$ cat config.mk
export PLATFORM = sky130hd
export DESIGN_NAME = arcade_dual_console_io_block
export DESIGN_NICKNAME = d
export VERILOG_FILES = /design/src/rtl/acdio_pkg.sv /design/src/rtl/acdio_remap.sv /design/src/rtl/acdio_core.sv /design/src/rtl/arcade_dual_console_io_block.sv
export SDC_FILE = /design/constraint.sdc
export NUM_CORES = 1
export LEC_CHECK = 0
export BUFFER_PORTS_ARGS = -buffer_cell sky130_fd_sc_hd__buf_2
export CAP_MARGIN = 5
export CORE_UTILIZATION = 45
export CTS_BUF_LIST = sky130_fd_sc_hd__clkbuf_4
export DETAILED_ROUTE_END_ITERATION = 10
export GPL_TIMING_DRIVEN = 0
export PLACE_DENSITY = 0.75
export SETUP_SLACK_MARGIN = 0.2
export SKIP_LAST_GASP = 1
export SLEW_MARGIN = 20
export SYNTH_ARGS = -nofsm -noshare
export SYNTH_HDL_FRONTEND = slang
export SYNTH_SLANG_ARGS = --single-unit
$ cat constraint.sdc
create_clock -name i_clk -period 3 [get_ports i_clk]
set_input_delay 0.6 -clock i_clk [delete_from_list [all_inputs] [get_ports i_clk]]
set_output_delay 0.6 -clock i_clk [all_outputs]
set_load 0.02 [all_outputs]
$ cat src/rtl/acdio_pkg.sv
`timescale 1ns / 1ps

package acdio_pkg;

    typedef enum logic [2:0] {
        CMD_CTRL_WRITE = 3'd0,
        CMD_READ_PORT0 = 3'd1,
        CMD_READ_PORT1 = 3'd2,
        CMD_PROT_READ  = 3'd3,
        CMD_SOFT_RESET = 3'd4
    } t_cmd;

    localparam logic [2:0] REG_BLOCK_ENABLED = 3'd0;
    localparam logic [2:0] REG_DUAL_MODE     = 3'd1;
    localparam logic [2:0] REG_BOARD_VARIANT = 3'd2;
    localparam logic [2:0] REG_INPUT_WIRING  = 3'd3;
    localparam logic [2:0] REG_DIP_SWITCHES  = 3'd4;

    localparam logic [2:0] VARIANT_TABLE_A     = 3'd1;
    localparam logic [2:0] VARIANT_TABLE_B     = 3'd2;
    localparam logic [2:0] VARIANT_TABLE_C     = 3'd3;
    localparam logic [2:0] VARIANT_START_FORCE = 3'd4;

    localparam logic [1:0] WIRING_PAD_SWAP = 2'd1;
    localparam logic [1:0] WIRING_AB_CROSS = 2'd2;

    localparam logic [15:0] ADDR_LO_HANDLED = 16'h4020;
    localparam logic [15:0] ADDR_HI_HANDLED = 16'h5FFF;
    localparam logic [15:0] ADDR_PROT_CLEAR = 16'h5E00;
    localparam logic [15:0] ADDR_PROT_READ  = 16'h5E01;

    localparam logic [7:0] SYS_BUTTONS = 8'h0C;

    typedef struct packed {
        logic        enabled;
        logic        dual;
        logic [2:0]  variant;
        logic [1:0]  wiring;
        logic [15:0] dips;
    } t_cfg;

    typedef struct packed {
        logic [2:0]  command;
        logic        side;
        logic [7:0]  write_value;
        logic [15:0] address;
        logic [7:0]  pad_first;
        logic [7:0]  pad_second;
        logic        coin_first;
        logic        coin_second;
        logic        service_pressed;
    } t_item;

    typedef struct packed {
        logic       irq_pending;
        logic       ram_allowed;
        logic       bank_select;
        logic       handled;
        logic [7:0] read_data;
    } t_result;

    function automatic logic [7:0] prot_table_a(input logic [4:0] idx);
        logic [7:0] v;
        case (idx)
            5'd0:  v = 8'hFF;  5'd1:  v = 8'hBF;  5'd2:  v = 8'hB7;  5'd3:  v = 8'h97;
            5'd4:  v = 8'h97;  5'd5:  v = 8'h17;  5'd6:  v = 8'h57;  5'd7:  v = 8'h4F;
            5'd8:  v = 8'h6F;  5'd9:  v = 8'h6B;  5'd10: v = 8'hEB;  5'd11: v = 8'hA9;
            5'd12: v = 8'hB1;  5'd13: v = 8'h90;  5'd14: v = 8'h94;  5'd15: v = 8'h14;
            5'd16: v = 8'h56;  5'd17: v = 8'h4E;  5'd18: v = 8'h6F;  5'd19: v = 8'h6B;
            5'd20: v = 8'hEB;  5'd21: v = 8'hA9;  5'd22: v = 8'hB1;  5'd23: v = 8'h90;
            5'd24: v = 8'hD4;  5'd25: v = 8'h5C;  5'd26: v = 8'h3E;  5'd27: v = 8'h26;
            5'd28: v = 8'h87;  5'd29: v = 8'h83;  5'd30: v = 8'h13;  default: v = 8'h00;
        endcase
        return v;
    endfunction

    function automatic logic [7:0] prot_table_b(input logic [4:0] idx);
        logic [7:0] v;
        case (idx)
            5'd4:    v = 8'hB4;
            5'd9:    v = 8'h6F;
            5'd14:   v = 8'h94;
            default: v = 8'h00;
        endcase
        return v;
    endfunction

    function automatic logic [7:0] prot_table_c(input logic [4:0] idx);
        logic [7:0] v;
        case (idx)
            5'd0:    v = 8'h05;
            5'd1:    v = 8'h01;
            5'd2:    v = 8'h89;
            5'd3:    v = 8'h37;
            5'd4:    v = 8'h05;
            5'd6:    v = 8'hD1;
            5'd7:    v = 8'h3E;
            default: v = 8'h00;
        endcase
        return v;
    endfunction

endpackage

$ cat src/rtl/acdio_remap.sv
`timescale 1ns / 1ps

module acdio_remap
    import acdio_pkg::*;
(
    input  logic [7:0] i_pad_first,
    input  logic [7:0] i_pad_second,
    input  logic [1:0] i_wiring,
    input  logic [2:0] i_variant,
    output logic [7:0] o_pad_first,
    output logic [7:0] o_pad_second
);

    logic [7:0] wired_a;
    logic [7:0] wired_b;

    always_comb begin
        wired_a = i_pad_first;
        wired_b = i_pad_second;
        case (i_wiring)
            WIRING_PAD_SWAP: begin
                wired_a = (i_pad_second & ~SYS_BUTTONS) | (i_pad_first & SYS_BUTTONS);
                wired_b = (i_pad_first & ~SYS_BUTTONS) | (i_pad_second & SYS_BUTTONS);
            end
            WIRING_AB_CROSS: begin
                wired_a[1] = i_pad_second[0];
                wired_b[0] = i_pad_first[1];
            end
            default: begin
            end
        endcase
    end

    // Select and start trade places on both pads; one board forces start on.
    always_comb begin
        o_pad_first  = {wired_a[7:4], wired_a[2], wired_a[3], wired_a[1:0]};
        o_pad_second = {wired_b[7:4], wired_b[2], wired_b[3], wired_b[1:0]};
        if (i_variant == VARIANT_START_FORCE) begin
            o_pad_first[3]  = 1'b1;
            o_pad_second[3] = 1'b1;
        end
    end

endmodule

$ cat src/rtl/acdio_core.sv
`timescale 1ns / 1ps

module acdio_core
    import acdio_pkg::*;
(
    input  logic    i_clk,
    input  logic    i_rst_n,
    input  logic    i_step,
    input  t_item   i_item,
    input  t_cfg    i_cfg,
    output t_result o_result
);

    logic [1:0] r_strobe;
    logic [1:0] n_strobe;
    logic [7:0] r_shift [4];
    logic [7:0] n_shift [4];
    logic [1:0] r_bank;
    logic [1:0] n_bank;
    logic       r_owner;
    logic       n_owner;
    logic [1:0] r_irq;
    logic [1:0] n_irq;
    logic [4:0] r_prot_idx [2];
    logic [4:0] n_prot_idx [2];

    logic       sd;
    logic       port;
    logic [1:0] slot;
    logic [7:0] pads [2];
    logic [7:0] dips;
    logic       bit_out;
    logic       in_range;
    logic [4:0] idx;

    assign sd   = i_cfg.dual & i_item.side;
    assign port = (i_item.command == CMD_READ_PORT1);
    assign slot = {sd, port};
    assign dips = sd ? i_cfg.dips[15:8] : i_cfg.dips[7:0];
    assign idx  = r_prot_idx[sd];
    assign in_range = (i_item.address >= ADDR_LO_HANDLED)
                   && (i_item.address <= ADDR_HI_HANDLED);

    acdio_remap u_remap (
        .i_pad_first  (i_item.pad_first),
        .i_pad_second (i_item.pad_second),
        .i_wiring     (i_cfg.wiring),
        .i_variant    (i_cfg.variant),
        .o_pad_first  (pads[0]),
        .o_pad_second (pads[1])
    );

    always_comb begin
        n_strobe   = r_strobe;
        n_shift    = r_shift;
        n_bank     = r_bank;
        n_owner    = r_owner;
        n_irq      = r_irq;
        n_prot_idx = r_prot_idx;
        bit_out    = r_strobe[sd] ? pads[port][0] : r_shift[slot][0];
        o_result   = '0;
        if (i_cfg.enabled) begin
            unique case (i_item.command)
                CMD_CTRL_WRITE: begin
                    if (r_strobe[sd] && !i_item.write_value[0]) begin
                        n_shift[{sd, 1'b0}] = pads[0];
                        n_shift[{sd, 1'b1}] = pads[1];
                    end
                    n_strobe[sd] = i_item.write_value[0];
                    n_bank[sd]   = i_item.write_value[2];
                    if (i_cfg.dual) begin
                        if (!sd) begin
                            n_owner = ~i_item.write_value[1];
                        end
                        n_irq[~sd] = ~i_item.write_value[1];
                    end
                end
                CMD_READ_PORT0, CMD_READ_PORT1: begin
                    if (!r_strobe[sd]) begin
                        n_shift[slot] = {1'b1, r_shift[slot][7:1]};
                    end
                    if (!port) begin
                        o_result.read_data = {sd, i_item.coin_second, i_item.coin_first,
                                              dips[1:0], i_item.service_pressed,
                                              1'b0, bit_out};
                    end else begin
                        o_result.read_data = {dips[7:2], 1'b0, bit_out};
                    end
                end
                CMD_PROT_READ: begin
                    if (in_range) begin
                        o_result.handled = 1'b1;
                        if (i_item.address == ADDR_PROT_CLEAR) begin
                            n_prot_idx[sd] = '0;
                        end else if (i_item.address == ADDR_PROT_READ) begin
                            if (i_cfg.variant == VARIANT_TABLE_A) begin
                                o_result.read_data = prot_table_a(idx);
                                n_prot_idx[sd] = idx + 5'd1;
                            end else if (i_cfg.variant == VARIANT_TABLE_B) begin
                                o_result.read_data = prot_table_b(idx);
                                n_prot_idx[sd] = idx + 5'd1;
                            end
                        end else if (i_cfg.variant == VARIANT_TABLE_C) begin
                            o_result.read_data = prot_table_c(idx);
                            n_prot_idx[sd] = idx + 5'd1;
                        end
                    end
                end
                CMD_SOFT_RESET: begin
                    n_prot_idx[0] = '0;
                    n_prot_idx[1] = '0;
                    n_owner       = i_cfg.dual;
                    n_irq         = {i_cfg.dual, 1'b0};
                end
                default: begin
                end
            endcase
        end
        o_result.bank_select = i_cfg.enabled & n_bank[sd];
        o_result.ram_allowed = !(i_cfg.enabled && i_cfg.dual) || (sd == n_owner);
        o_result.irq_pending = i_cfg.enabled & i_cfg.dual & n_irq[sd];
    end

    always_ff @(posedge i_clk) begin
        if (!i_rst_n) begin
            r_strobe      <= '0;
            r_shift       <= '{default: '0};
            r_bank        <= '0;
            r_owner       <= 1'b0;
            r_irq         <= '0;
            r_prot_idx    <= '{default: '0};
        end else if (i_step) begin
            r_strobe      <= n_strobe;
            r_shift       <= n_shift;
            r_bank        <= n_bank;
            r_owner       <= n_owner;
            r_irq         <= n_irq;
            r_prot_idx    <= n_prot_idx;
        end
    end

    a_prot_idx_hold: assert property (@(posedge i_clk) disable iff (!i_rst_n)
        !i_step |=> ($stable(r_prot_idx[0]) && $stable(r_prot_idx[1])))
        else $error("protection index changed without a beat");

    a_soft_reset_owner: assert property (@(posedge i_clk) disable iff (!i_rst_n)
        (i_step && i_cfg.enabled && i_item.command == CMD_SOFT_RESET)
        |=> (r_owner == $past(i_cfg.dual) && !r_irq[0]
             && r_prot_idx[0] == 5'd0 && r_prot_idx[1] == 5'd0))
        else $error("soft reset left wrong shared state");

    a_handled_only_prot: assert property (@(posedge i_clk) disable iff (!i_rst_n)
        o_result.handled |-> (i_cfg.enabled && i_item.command == CMD_PROT_READ))
        else $error("handled flag outside an enabled protection read");

    a_irq_needs_dual: assert property (@(posedge i_clk) disable iff (!i_rst_n)
        o_result.irq_pending |-> (i_cfg.dual && i_cfg.enabled))
        else $error("interrupt reported outside dual mode");

endmodule

$ cat src/rtl/arcade_dual_console_io_block.sv
`timescale 1ns / 1ps
// A result beat passes through the input register, then the result register.
// Throughput: one beat per cycle; the input side keeps accepting while a
// result waits, stalling only when both registers hold data and m_axis_tready is low.
// Reset (synchronous, active low) clears configuration, all side state and both valids.

module arcade_dual_console_io_block
    import acdio_pkg::*;
(
    input  logic        i_clk,
    input  logic        i_rst_n,
    input  logic        i_cfg_we,
    input  logic [2:0]  i_cfg_index,
    input  logic [15:0] i_cfg_data,
    input  logic        s_axis_tvalid,
    output logic        s_axis_tready,
    // side, write_value[7:0], address[15:0], pad_first[7:0], pad_second[7:0],
    // coin_first, coin_second, service_pressed, zero fill
    input  logic [47:0] s_axis_tdata,
    // command[2:0]
    input  logic [2:0]  s_axis_tuser,
    output logic        m_axis_tvalid,
    input  logic        m_axis_tready,
    // read_data[7:0], handled, bank_select, ram_allowed, irq_pending, zero fill
    output logic [15:0] m_axis_tdata
);

    t_cfg    r_cfg;
    t_item   r_item;
    logic    r_in_valid;
    t_result r_result;
    logic    r_out_valid;
    t_result core_result;
    logic    advance;

    assign advance       = r_in_valid && (!r_out_valid || m_axis_tready);
    assign s_axis_tready = !r_in_valid || advance;
    assign m_axis_tvalid = r_out_valid;
    assign m_axis_tdata  = {4'b0, r_result};

    always_ff @(posedge i_clk) begin
        if (!i_rst_n) begin
            r_cfg <= '0;
        end else if (i_cfg_we) begin
            unique case (i_cfg_index)
                REG_BLOCK_ENABLED: r_cfg.enabled <= i_cfg_data[0];
                REG_DUAL_MODE:     r_cfg.dual    <= i_cfg_data[0];
                REG_BOARD_VARIANT: r_cfg.variant <= i_cfg_data[2:0];
                REG_INPUT_WIRING:  r_cfg.wiring  <= i_cfg_data[1:0];
                REG_DIP_SWITCHES:  r_cfg.dips    <= i_cfg_data;
                default: begin
                end
            endcase
        end
    end

    always_ff @(posedge i_clk) begin
        if (!i_rst_n) begin
            r_in_valid  <= 1'b0;
            r_out_valid <= 1'b0;
        end else begin
            if (s_axis_tready) begin
                r_in_valid <= s_axis_tvalid;
            end
            if (advance) begin
                r_out_valid <= 1'b1;
            end else if (m_axis_tready) begin
                r_out_valid <= 1'b0;
            end
        end
    end

    always_ff @(posedge i_clk) begin
        if (s_axis_tready && s_axis_tvalid) begin
            r_item <= {s_axis_tuser, s_axis_tdata[0], s_axis_tdata[8:1], s_axis_tdata[24:9],
                       s_axis_tdata[32:25], s_axis_tdata[40:33], s_axis_tdata[41],
                       s_axis_tdata[42], s_axis_tdata[43]};
        end
        if (advance) begin
            r_result <= core_result;
        end
    end

    acdio_core u_core (
        .i_clk    (i_clk),
        .i_rst_n  (i_rst_n),
        .i_step   (advance),
        .i_item   (r_item),
        .i_cfg    (r_cfg),
        .o_result (core_result)
    );

endmodule
* Word-level counts from Yosys, hierarchy flattened *
Memory sizes are Yosys's and may differ from the RTL's.
Cells that the tools add are included.

cells by class
  $add $sub $neg = 1
  multipliers = 0
  divide/modulo/power cells = 0
  order comparisons = 15
  equal/unequal tests = 30
  shift operators = 0
  multiplexer cells = 74
  bitwise gates (word level) = 15
  reductions and logical operators = 35

operator list
  cell                                                                                   count
  32-bit bitwise mux                                                                     3
  8-bit two-way mux                                                                      12
  32-bit two-way mux                                                                     2
  32-bit one-hot mux with 2 select lines                                                 1
  10-bit two-way mux                                                                     6
  8-bit demux with 2-bit select                                                          3
  8-bit one-hot mux with 6 select lines                                                  1
  16-bit by 15-bit == test with 1-bit output, second input constant                      2
  8-bit one-hot mux with 3 select lines                                                  1
  1-bit two-way mux                                                                      20
  5-bit two-way mux                                                                      4
  10-bit one-hot mux with 2 select lines                                                 1
  3-bit by 2-bit == test with 1-bit output, second input constant                        6
  8-bit binary-select mux with 2-bit select                                              1
  16-bit by 15-bit greater-or-equal comparator with 1-bit output, second input constant  1
  16-bit by 15-bit less-or-equal comparator with 1-bit output, second input constant     1
  8-bit by 4-bit bitwise OR with 8-bit output                                            2
  8-bit one-hot mux with 2 select lines                                                  1
  5-bit by 3-bit == test with 1-bit output, second input constant                        3
  2-bit AND reduction                                                                    6
  1-bit logical AND                                                                      11
  10-bit AND                                                                             1
  10-bit bitwise mux                                                                     1
  5-bit by 2-bit == test with 1-bit output, second input constant                        2
  other kinds (41)                                                                       78

storage, ports and cells
  register bits = 128
  latch bits = 0
  bits in writable memories = 0
  memory bits (read-only) = 256
  bits of input ports = 75
  logic and storage cells = 202
  memories kept = 1

memory list
  memory           words  bits a word  rd ports  clocked after Yosys merged registers in  write ports  line             RTL
  (no name shown)  32     8            1         0                                        0            acdio_pkg.sv:64  case (idx)

* Logic depth before layout (Yosys ltp) *
Gate-level depths: netlist of the first run.

  depth in word-level cells = 13
  gate-level depth with buffers = 13
  mapped depth without buffers = 9

* By module *
From an unflattened synthesis of the first run, not the netlist that was laid out.

unflattened totals
  cell total of the unflattened synthesis = 759
  area, all modules = 7120.6 um2

by module, submodules not included
  module                        instances  cells each  area each (um2)  sequential area each (um2)
  acdio_core                    1          562         4035.1           980.9
  arcade_dual_console_io_block  1          170         2826.5           2272.2
  acdio_remap                   1          27          259.0            0.0

* Worst setup path before layout of the first run *
OpenSTA, ideal clock, no wires.

  path kind = reg-to-reg
  start point = register r_cfg[21] (netlist name)
  end point = register r_result, in the netlist m_axis_tdata[3], data pin
  library setup time = 255 ps
  arrival = 2587 ps
  data required time = 2745 ps
  path slack = 158 ps
  stages on the path, launching flop included = 14
  period minus slack after synthesis = 2842 ps
  cell sequence = dfxtp_1 > and2_1 > buf_4 > buf_6 > buf_2 > buf_2 > mux2i_1 > inv_1 > ha_1 > clkbuf_1 > mux2_2 > nand2_1 > a21oi_1 > a31o_1

on the way
  cells in the longest elaborated chain, start to end = 13
  elaborated cells between the ends (all ways) = 27
  classes of those cells = 8 x eq/ne; 14 x mux; 2 x bitwise; 2 x reduce/logical; 1 x memory

ends and longest elaborated chain
  what                                                                                          line                                 RTL
  start: declaration                                                                            arcade_dual_console_io_block.sv:28   t_cfg r_cfg;
  1-bit AND *                                                                                   acdio_core.sv:36                     assign sd = i_cfg.dual & i_item.side;
  1-bit NOT with 2-bit output (implied by the code)                                             acdio_core.sv:40                     assign idx = r_prot_idx[sd];
  5-bit two-way mux (implied by the code) (3 in series)                                         acdio_core.sv:40
  5-bit by 3-bit == test with 1-bit output, or another cell as far along                        acdio_pkg.sv:79, acdio_pkg.sv:90
  2-bit OR reduction (no line) / 8-bit one-hot mux with 3 select lines (equally long branches)  --
  8-bit one-hot mux with 6 select lines / 8-bit two-way mux (equally long branches)             acdio_pkg.sv:90, acdio_core.sv:99
  8-bit two-way mux, on equally long branches                                                   acdio_core.sv:103, acdio_core.sv:96
  8-bit two-way mux                                                                             acdio_core.sv:95                     end else if (i_item.address == ADDR_PROT_READ) begin
  8-bit two-way mux                                                                             acdio_core.sv:93                     if (i_item.address == ADDR_PROT_CLEAR) begin
  9-bit two-way mux                                                                             acdio_core.sv:91                     if (in_range) begin
  8-bit one-hot mux with 2 select lines *                                                       acdio_core.sv:63                     unique case (i_item.command)
  end signal: assignment                                                                        arcade_dual_console_io_block.sv:80   r_result <= core_result;
  end: declaration                                                                              arcade_dual_console_io_block.sv:31   t_result r_result;

Every way passes the cells marked *; elsewhere a longest branch is shown, timed or not. The select of a mux whose other input is x is not followed.
A chain may end at the register's enable or synchronous reset.

* Worst setup path after layout of the first run *
  start point = register r_item[43] (netlist name)
  end point = register r_result, in the netlist m_axis_tdata[2], data pin

on the way
  cells in the longest elaborated chain, start to end = 13
  elaborated cells between the ends (all ways) = 27
  classes of those cells = 8 x eq/ne; 14 x mux; 2 x bitwise; 2 x reduce/logical; 1 x memory

ends and longest elaborated chain
  what                                                                                          line                                 RTL
  start: declaration                                                                            arcade_dual_console_io_block.sv:29   t_item r_item;
  start signal: assignment                                                                      arcade_dual_console_io_block.sv:75   r_item <= {s_axis_tuser, s_axis_tdata[0], s_axis_tdata[8:1], s_axis_tdata[24:9],
  1-bit AND *                                                                                   acdio_core.sv:36
  1-bit NOT with 2-bit output (implied by the code)                                             acdio_core.sv:40
  5-bit two-way mux (implied by the code) (3 in series)                                         acdio_core.sv:40
  5-bit by 3-bit == test with 1-bit output, or another cell as far along                        acdio_pkg.sv:79, acdio_pkg.sv:90
  2-bit OR reduction (no line) / 8-bit one-hot mux with 3 select lines (equally long branches)  --
  8-bit one-hot mux with 6 select lines / 8-bit two-way mux (equally long branches)             acdio_pkg.sv:90, acdio_core.sv:99
  8-bit two-way mux, on equally long branches                                                   acdio_core.sv:103, acdio_core.sv:96
  8-bit two-way mux                                                                             acdio_core.sv:95
  8-bit two-way mux                                                                             acdio_core.sv:93
  9-bit two-way mux                                                                             acdio_core.sv:91
  8-bit one-hot mux with 2 select lines *                                                       acdio_core.sv:63

Marked as above.

==> metrics.md, run 1 <==
| Metric | Value |
|---|---|
| Core area | 14700 sq um |
| Relative slew slack | 32.1% |
| Reg2reg start | r_item[43] |
| GRT overflow | 0 |
| WL/cell | 17.5 um |
| Int Power | 0.00266 W |
| CTS sink cnt | 128 |
| Setup Crit Path Kind | register to register |
| Synth warnings | 0 |
| DRC viols | 2 |
| Initial antenna violation count | 0 |
| Power after layout | 0.00354 W |
| Max capacitance violation total | 0 |
| Status | complete, but fails checks |
| Top-level port count | 93 |
| Pre-Repair DR Iteration Count | 10 |
| DRT Wirelength | 17.7 mm |
| Min Hold Slack | 213 ps |
| Setup violators final | 0 |
| Layout cells sized above 1 | 23.3% |
| Full die area | 15700 sq um |
| Worst clock skew | 24.9 ps |
| Gr usage total | 23.7% |
| Routed vias | 5894 |
| Leak | 2.81 nW |
| Failing checks | DRC |
| Post-route ant nets | 0 |
| Ys async rst share | 0% |
| Hold path depth | 1 |
| Vias per cell | 5.82 |
| Net Switching | 0.000880 W |
| Arrival time at the worst endpoint | 2950 ps |
| Gpl congestion | 0.972 |
| Largest cells by area after synthesis | edfxtp_1, dfxtp_1, nand2_1, mux2i_1, o31ai_1 |
| Biggest area consumer among synthesized cells | edfxtp_1 |
| Detailed placement HPWL | 13.0 mm |
| Share of the synthesized area in the top cell type | 23.7% |
| Unrepaired setup endpoints after global routing | no |
| R2R setup slack | 310 ps |
| Synth top cells by count | nand2_1, dfxtp_1, edfxtp_1 |
| Ant. Diodes | 0 |
| Vias in the first global route | 5690 |
| CP Data Required Time | 3260 ps |
| Placement Rows | 44 |
| Setup TNS | 0 ps |
| Area after DPL | 7500 sq um |
| Crit end category | register |
| Syn Area/Cell | 9.64 sq um |
| Combinational Power Share | 7.9% |
| RR Endpoint | m_axis_tdata[2] |
| Hold EP | r_item[14] |
| PortBufs | 78 |
| Final Util | 54.3% |
| Largest net degree at the start of global routing | 24 |
| Worst Hold Class | input port to register |
| Clock buffer depth | 2 |
| Global-route wire length before repair | 29.0 mm |
| Final instance area | 7980 sq um |
| Synth unique cells | 89 |
| Synth Register Bits | 128 |
| Post-cts hold buffer count | 0 |
| Seq/Total Area, Yosys | 45.4% |
| Clock power share | 38.6% |
| Count leader, synth | nand2_1 |
| Fin. Hold Viols | 0 |
| Post-synth EDFFs | 54 |
| Start point of the worst hold path | s_axis_tdata[28] |
| Synth Flop Type | dfxtp_1 |
| Worst-Margin Slew | 1010 ps |
| Htree depth | 4 |
| Post-Syn Area | 6840 sq um |
| Total CTS buffers | 17 |
| Clock transition at path regs | 130 ps |
| Sequential share of power | 53.5% |
| CTS tree | done |
| Max Slew Vio Count | 0 |
| Setup crit start kind | register |
| Chip width | 125 um |
| Post-Synthesis Cells | 709 |
| Max FO, Critical Path | 10 |
| Root buf cell | clkbuf_4 |
| R2R cell count | 12 |
| Final nets | 899 |
| Tcrit/Tclk final | 89.7% |
| Switching share of power | 24.9% |
| Tmin final | 2690 ps |
| Initial core utilization | 46.5% |
| Pwr Density | 444 nW/um^2 |
| Drt first-iter violations | 561 |
| Die Y | 125 um |
| Area added between synthesis and finish | 16.7% |
| Worst-Skew Late Latency | 550 ps |
| FMAX | 372 MHz |
| Peak supply drop | 0.434 mV |
-- logic make-up after synthesis --
logic type | share of synthesized area [%]
adder cells (fa/ha/maj) | 1.46
AND/OR/NAND/NOR | 20.2
multiplexers | 6.48
flip-flops | 45.4
other | 0.0549
buffers and inverters | 4.23
XOR/XNOR | 0.384
AO/OA/AOI/OAI | 21.8
-- registers in the layout (all words and copies together) (netlist names) --
signal             cells
u_core.r_bank          2
u_core.r_shift        32
u_core.r_strobe        2
m_axis_tdata          12
r_in_valid             1
u_core.r_prot_idx     10
r_item                42
m_axis_tvalid          1
u_core.r_owner         1
u_core.r_irq           2
r_cfg                 23
-- layout make-up --
type                       instances  area, sq um
sequential                       128         3110
timing repair buffer              85          463
inverter                          11         41.3
tap                              184          230
buffer                            50          293
clock inverter                    13          185
clock buffer                      19          143
fill                            1330         6720
multi-input combinational        523         3510
-- layer usage --
layer / global-route usage [%] / vias to the layer above / wire, um
met2: 38.9 / 242 / 8620
met3: 4.36 / 33 / 1090
met5: 0 / - / 0
met1: 30.5 / 2756 / 7580
li1: - / 2863 / -
met4: 10.1 / 0 / 459
-- power groups by stage --
stage               combinational, W  clock [W]  sequential, W
floorplan                   0.000157          0        0.00193
global placement            0.000266          0        0.00193
global route                0.000307    0.00147        0.00190
finish                      0.000279    0.00137        0.00189
detailed placement          0.000275          0        0.00193
CTS                         0.000278    0.00140        0.00189
-- worst max-delay path by stage --
| stage | from | end | slack, ps | cells after the start |
|---|---|---|---|---|
| after floorplan | r_cfg[21] | m_axis_tdata[3] | 200 | 13 |
| final | r_item[43] | m_axis_tdata[2] | 310 | 12 |
| after detailed placement | r_cfg[21] | m_axis_tdata[4] | -510 | 12 |
| after global routing | r_item[43] | m_axis_tdata[3] | 190 | 13 |
| after CTS | r_cfg[21] | m_axis_tdata[3] | 220 | 13 |
| after global placement | r_cfg[21] | m_axis_tdata[4] | -400 | 12 |
-- cells in the final DEF, fill, tap and decap left out, types with 10 or more instances in the layout --
| master | instances |
|---|---|
| clkbuf_4 | 19 |
| buf_2 | 88 |
| inv_1 | 10 |
| edfxtp_1 | 54 |
| dfxtp_1 | 73 |
| nand2_1 | 93 |
| buf_4 | 15 |
| nor2_1 | 36 |
| a21oi_1 | 39 |
| clkbuf_1 | 21 |
| mux2i_1 | 28 |
| nand3_1 | 43 |
| o31ai_1 | 31 |
| nor2b_1 | 14 |
| o21ai_0 | 33 |
| a21boi_0 | 22 |
-- repair_timing --
action | 4_1_cts | 5_1_grt
resized for setup | 19 | 13
endpoints found under the setup margin | 12 | 8
pin swaps | 1 | 1
gates cloned | 0 | 0
buffers inserted | 1 | 5
-- critical path, stage by stage, from the launching register on --
cell and delay [ps]:
edfxtp_1 390, and2_1 170, buf_6 130, buf_8 130
buf_12 150, buf_12 140, mux2i_4 190, ha_2 230
buf_4 180, mux2i_2 200, nor3b_2 80, o31ai_1 260
o22ai_1 130
-- through the flow --
step,setup slack (ps),instances
after detailed placement,-505,975
after floorplan,201,712
after CTS,215,1008
after global routing,193,1013
after global placement,-402,974
final,309,1013
(Power assumes the default switching activity.)
==> run 2: changes to the inputs <==
CORE_UTILIZATION = 31   (was 45)
PLACE_DENSITY = 0.58   (was 0.75)
clock period = 2.2 ns   (was 3 ns; I/O delays follow)
==> metrics.md, run 2 (synthesis gave the netlist of run 1 again) <==
| Metric | Value |
|---|---|
| Net Switching | 0.00128 W (was 0.000880 W) |
| Area added between synthesis and finish | 28.9% (was 16.7%) |
| Final nets | 941 (was 899) |
| DRC viols | 0 (was 2) |
| Switching share of power | 28.0% (was 24.9%) |
| Placement Rows | 53 (was 44) |
| Max capacitance violation total | 0 (unchanged) |
| CP Data Required Time | 2550 ps (was 3260 ps) |
| Reg2reg start | r_item[43] (unchanged) |
| Setup violators final | 14 (was 0) |
| Post-cts hold buffer count | 0 (unchanged) |
| Clock buffer depth | 2 (unchanged) |
| Largest net degree at the start of global routing | 43 (was 24) |
| Sequential share of power | 56.5% (was 53.5%) |
| Worst-Skew Late Latency | 540 ps (was 550 ps) |
| Max reg flops | 42 (unchanged) |
| Post-route worst setup slack | -458 ps (was 309 ps) |
| Clock power share | 34.4% (was 38.6%) |
| Vias in the first global route | 5673 (was 5690) |
| Combinational Power Share | 9.1% (was 7.9%) |
| Dpl cells | 1065 (was 975) |
| Worst-Margin Slew | 767 ps (was 1010 ps) |
| Hold path depth | 1 (unchanged) |
| GRT overflow | 0 (unchanged) |
| Die Y | 150 um (was 125 um) |
| FMAX | 376 MHz (was 372 MHz) |
| Largest reg by FF count | r_item (unchanged) |
| RR Endpoint | m_axis_tdata[7] (was m_axis_tdata[2]) |
| Start point of the worst hold path | s_axis_tdata[36] (was s_axis_tdata[28]) |
| Global-route wire length before repair | 31.1 mm (was 29.0 mm) |
| Gr usage total | 18.2% (was 23.7%) |
| Max FO, Critical Path | 3 (was 10) |
| Crit end category | register (unchanged) |
| Hold EP | r_item[6] (was r_item[14]) |
| Layout cells sized above 1 | 33.8% (was 23.3%) |
| Status | complete, but fails checks (unchanged) |
| Most frequent cells in the layout | nand2_1, buf_2, dfxtp_1 (unchanged) |
| Htree depth | 4 (unchanged) |
| Dpl ws | -668 ps (was -505 ps) |
| Vias per cell | 5.39 (was 5.82) |
| Setup TNS | -3900 ps (was 0 ps) |
| Pwr Density | 519 nW/um^2 (was 444 nW/um^2) |
| Top flop regs | r_item: 42 flops, u_core.r_shift: 32 flops, r_cfg: 23 flops (unchanged) |
| Post-route ant nets | 0 (unchanged) |
| PortBufs | 78 (unchanged) |
| Fin. Hold Viols | 0 (unchanged) |
| Worst clock skew | 21.0 ps (was 24.9 ps) |
| Chip width | 150 um (was 125 um) |
| Int Power | 0.00329 W (was 0.00266 W) |
| Tmin final | 2660 ps (was 2690 ps) |
| Failing checks | setup timing (was DRC) |
| Arrival time at the worst endpoint | 3010 ps (was 2950 ps) |
| Core area | 21300 sq um (was 14700 sq um) |
| Worst Hold Class | input port to register (unchanged) |
| DRT Wirelength | 20.5 mm (was 17.7 mm) |
| CTS tree | done (unchanged) |
| Initial core utilization | 32.1% (was 46.5%) |
| Pre-Repair DR Iteration Count | 5 (was 10) |
| Leak | 3.06 nW (was 2.81 nW) |
| Power after layout | 0.00457 W (was 0.00354 W) |
| Total CTS buffers | 17 (unchanged) |
| Unrepaired setup endpoints after global routing | yes (was no) |
| Drt first-iter violations | 490 (was 561) |
| Non-Filler Instances | 1147 (was 1013) |
| WL/cell | 17.8 um (was 17.5 um) |
| Root buf cell | clkbuf_4 (unchanged) |
| Gpl congestion | 0.882 (was 0.972) |
| Initial antenna violation count | 1 (was 0) |
| Clock transition at path regs | 130 ps (about the same) |
| R2R setup slack | -460 ps (was 310 ps) |
| Top-level port count | 93 (unchanged) |
| Most common cell after layout, fill and taps aside | nand2_1 (unchanged) |
| R2R cell count | 12 (unchanged) |
| Setup Crit Path Kind | register to register (unchanged) |
| Full die area | 22600 sq um (was 15700 sq um) |
| Final Util | 41.4% (was 54.3%) |
| Routed vias | 6182 (was 5894) |
| Tcrit/Tclk final | 121% (was 89.7%) |
| Detailed placement HPWL | 14.1 mm (was 13.0 mm) |
| CTS sink cnt | 128 (unchanged) |
| Max Slew Vio Count | 0 (unchanged) |
| Peak supply drop | 0.381 mV (was 0.434 mV) |
| Setup crit start kind | register (unchanged) |
| Relative slew slack | 48.7% (was 32.1%) |
==> run 2: critical path, cell delays in order (launching register included) <==
cell and delay (ps):
edfxtp_1 420, and2_4 160, buf_6 110, buf_8 120, buf_12 120, buf_12 120
mux2i_4 260, inv_4 90, ha_4 180, o21a_1 180, a221oi_2 280, o211ai_1 140
a31oi_1 290
==> run 2: metrics by stage <==
step	hold slack (ps)	instance area [sq um]
finish	58.2	8810
global placement	439	7650
detailed placement	445	7650
floorplan	430	6920
CTS	15.4	8260
global route	2.93	8810
==> run 2: power groups by stage <==
stage          registers (W)  logic [W]  clock network, W
2_1_floorplan        0.00264   0.000215                 0
3_3_place_gp         0.00264   0.000378                 0
3_5_place_dp         0.00264   0.000379                 0
4_1_cts              0.00258   0.000400           0.00162
5_1_grt              0.00259   0.000453           0.00171
6_report             0.00258   0.000416           0.00157
==> run 2: repair_timing <==
action | CTS | global route
gates cloned | 1 | 4
pin swaps | 22 | 37
endpoints found under the setup margin | 55 | 52
buffers inserted | 20 | 24
resized for setup | 39 | 86
==> run 2: worst max-delay path by stage <==
stage,start,endpoint,slack (ps),depth (start not counted)
2_1_floorplan,r_item[43],m_axis_tdata[2],-220,12
3_3_place_gp,r_cfg[21],m_axis_tdata[7],-710,12
3_5_place_dp,r_cfg[21],m_axis_tdata[7],-670,12
4_1_cts,r_item[43],m_axis_tdata[2],-420,12
5_1_grt,r_item[43],m_axis_tdata[0],-530,13
6_report,r_item[43],m_axis_tdata[7],-460,12
==> run 2: final cells by class <==
class                   count  area [sq um]
diodes                      1          2.50
plain buffers              50           343
clock buffers              18           135
clock inverters            14           130
fillers                  2087         12500
inverters                  11          51.3
multi-input cells         524          3900
flip-flops and latches    128          3110
well taps                 275           344
repair buffers            126           801
==> run 2: routing by layer <==
layer  wire length (um)  vias up  GRT usage, %
met4                322        0          5.10
met3               1300       27          3.67
met1               9430     2953          25.0
met2               9420      244          28.9
met5                  0        -             0
li1                   -     2958             -
==> run 3: changes to the inputs <==
SETUP_SLACK_MARGIN = default   (was 0.2)
==> metrics.md, run 3 (synthesis gave the netlist of run 1 again) <==
| Metric | Value |
|---|---|
| Status | complete, but fails checks (unchanged) |
| Failing checks | setup timing (unchanged) |
| Layout cells sized above 1 | 27.6% (was 33.8%) |
| Setup TNS | -2030 ps (was -3900 ps) |
| Setup violators final | 12 (was 14) |
| Initial core utilization | 32.1% (unchanged) |
| Peak supply drop | 0.431 mV (was 0.381 mV) |
| Setup crit start kind | register (unchanged) |
| GRT overflow | 0 (unchanged) |
| Max FO, Critical Path | 10 (was 3) |
| R2R cell count | 8 (was 12) |
| Vias in the first global route | 5589 (was 5673) |
| CTS sink cnt | 128 (unchanged) |
| Relative slew slack | 37.5% (was 48.7%) |
| Switching share of power | 29.1% (was 28.0%) |
| Top flop regs | r_item: 42 flops, u_core.r_shift: 32 flops, r_cfg: 23 flops (unchanged) |
| Top-level port count | 93 (unchanged) |
| Detailed placement HPWL | 14.3 mm (was 14.1 mm) |
| Hold path depth | 1 (unchanged) |
| Initial antenna violation count | 1 (unchanged) |
| Chip width | 150 um (unchanged) |
| Drt first-iter violations | 541 (was 490) |
| Gr usage total | 18.2% (about the same) |
| DRC viols | 0 (unchanged) |
| Sequential share of power | 54.9% (was 56.5%) |
| Most common cell after layout, fill and taps aside | nand2_1 (unchanged) |
| Tcrit/Tclk final | 112% (was 121%) |
| Power after layout | 0.00470 W (was 0.00457 W) |
| PortBufs | 78 (unchanged) |
| Largest net degree at the start of global routing | 28 (was 43) |
| Clock transition at path regs | 130 ps (about the same) |
| Largest reg by FF count | r_item (unchanged) |
| WL/cell | 17.5 um (was 17.8 um) |
| Global-route wire length before repair | 31.0 mm (was 31.1 mm) |
| Gpl congestion | 0.906 (was 0.882) |
| Arrival time at the worst endpoint | 2870 ps (was 3010 ps) |
| Area added between synthesis and finish | 25.2% (was 28.9%) |
| Clock power share | 36.1% (was 34.4%) |
| Setup Crit Path Kind | register to register (unchanged) |
| Htree depth | 4 (unchanged) |
| Combinational Power Share | 9.0% (was 9.1%) |
| Leak | 2.98 nW (was 3.06 nW) |
| Most frequent cells in the layout | nand2_1, buf_2, dfxtp_1 (unchanged) |
| Routed vias | 6099 (was 6182) |
| Max Slew Vio Count | 0 (unchanged) |
| Total CTS buffers | 17 (unchanged) |
| Worst-Margin Slew | 928 ps (was 767 ps) |
| Max reg flops | 42 (unchanged) |
| Max capacitance violation total | 0 (unchanged) |
| Die Y | 150 um (unchanged) |
| Unrepaired setup endpoints after global routing | yes (unchanged) |
| Vias per cell | 5.36 (was 5.39) |
| Tmin final | 2470 ps (was 2660 ps) |
| Net Switching | 0.00137 W (was 0.00128 W) |
| Pre-Repair DR Iteration Count | 5 (unchanged) |
| R2R setup slack | -270 ps (was -460 ps) |
| Placement Rows | 53 (unchanged) |
| CTS tree | done (unchanged) |
| Core area | 21300 sq um (unchanged) |
| Worst-Skew Late Latency | 560 ps (was 540 ps) |
| Int Power | 0.00333 W (was 0.00329 W) |
| Root buf cell | clkbuf_4 (unchanged) |
| Post-route worst setup slack | -274 ps (was -458 ps) |
| Final nets | 932 (was 941) |
| Worst clock skew | 27.6 ps (was 21.0 ps) |
| DRT Wirelength | 20.0 mm (was 20.5 mm) |
| Clock buffer depth | 2 (unchanged) |
| Fin. Hold Viols | 0 (unchanged) |
| CP Data Required Time | 2600 ps (was 2550 ps) |
| FMAX | 404 MHz (was 376 MHz) |
| Pwr Density | 550 nW/um^2 (was 519 nW/um^2) |
| Full die area | 22600 sq um (unchanged) |
| Worst Hold Class | input port to register (unchanged) |
| Post-route ant nets | 0 (unchanged) |
| Crit end category | register (unchanged) |
-- run 3: changes by cell type in the layout (fill, tap and decap cells not counted), moves of 3 or more --
| cell | change |
|---|---|
| inv_8 | +4 |
| nor2_1 | +3 |
| o31ai_1 | +4 |
| a21oi_2 | -3 |
| buf_2 | +5 |
| clkinv_2 | -3 |
| buf_4 | -16 |
| dlygate4sd3_1 | +15 |
| buf_6 | -11 |
| o31ai_2 | -4 |
-- run 3: final timing paths --
| check | from | to |
|---|---|---|
| setup reg to reg | r_cfg[21] | m_axis_tdata[0] |
| hold / removal | s_axis_tdata[27] | r_item[13] |
| setup / recovery | r_cfg[21] | m_axis_tdata[0] |
| hold reg to reg | u_core.r_shift[18] | u_core.r_shift[18] |
-- run 3: cell type report --
class / count / area [sq um]
Sequential cell: 128 / 3110
Multi-Input combinational cell: 523 / 3680
Timing Repair Buffer: 122 / 795
Buffer: 46 / 283
Inverter: 11 / 50.0
Fill cell: 2155 / 12700
Clock inverter: 15 / 166
Clock buffer: 17 / 128
Tap cell: 275 / 344
Antenna cell: 1 / 2.50
-- run 3: timing repair --
action	in CTS	in global routing
hold buffers	5	10
hold endpoints to repair	5	10
resized for setup	30	31
pin swaps	18	17
setup buffers	16	11
gates cloned	1	0
setup endpoints to repair	44	45
-- run 3: power by group through the flow --
stage / combinational [W] / sequential (W) / clock (W)
after floorplan: 0.000215 / 0.00264 / 0
after global placement: 0.000375 / 0.00264 / 0
after detailed placement: 0.000382 / 0.00264 / 0
after CTS: 0.000400 / 0.00258 / 0.00174
final: 0.000424 / 0.00258 / 0.00170
after global routing: 0.000465 / 0.00259 / 0.00184
-- run 3: metrics by stage --
stage                     area (sq um)  hold slack (ps)  utilization [%]  setup slack, ps  instances
after floorplan                   6910              430                -             -221        712
after global placement            7650              442             35.9             -812       1065
after detailed placement          7670              447             36.0             -768       1066
after CTS                         8270             2.23             38.9             -341       1118
after global routing              8550             3.18             40.2             -331       1138
final                             8550             59.2             40.2             -274       1138
-- run 3: worst max-delay path, cell delays in order, from the launching register on --
cell and delay [ps]:
dfxtp_4 380, buf_4 140, buf_2 170, a211oi_1 500, o21ai_0 320, inv_1 210, o311ai_1 120, a221o_1 390
o21ai_1 90
-- run 3: routing by layer --
metal  track usage, %  vias to the layer above  part of all wire (%)
li1                 -                     2928                     -
met1             25.0                     2945                    47
met2             28.6                      205                    46
met3             3.85                       21                   5.6
met4             5.45                        0                   1.4
met5                0                        -                     0
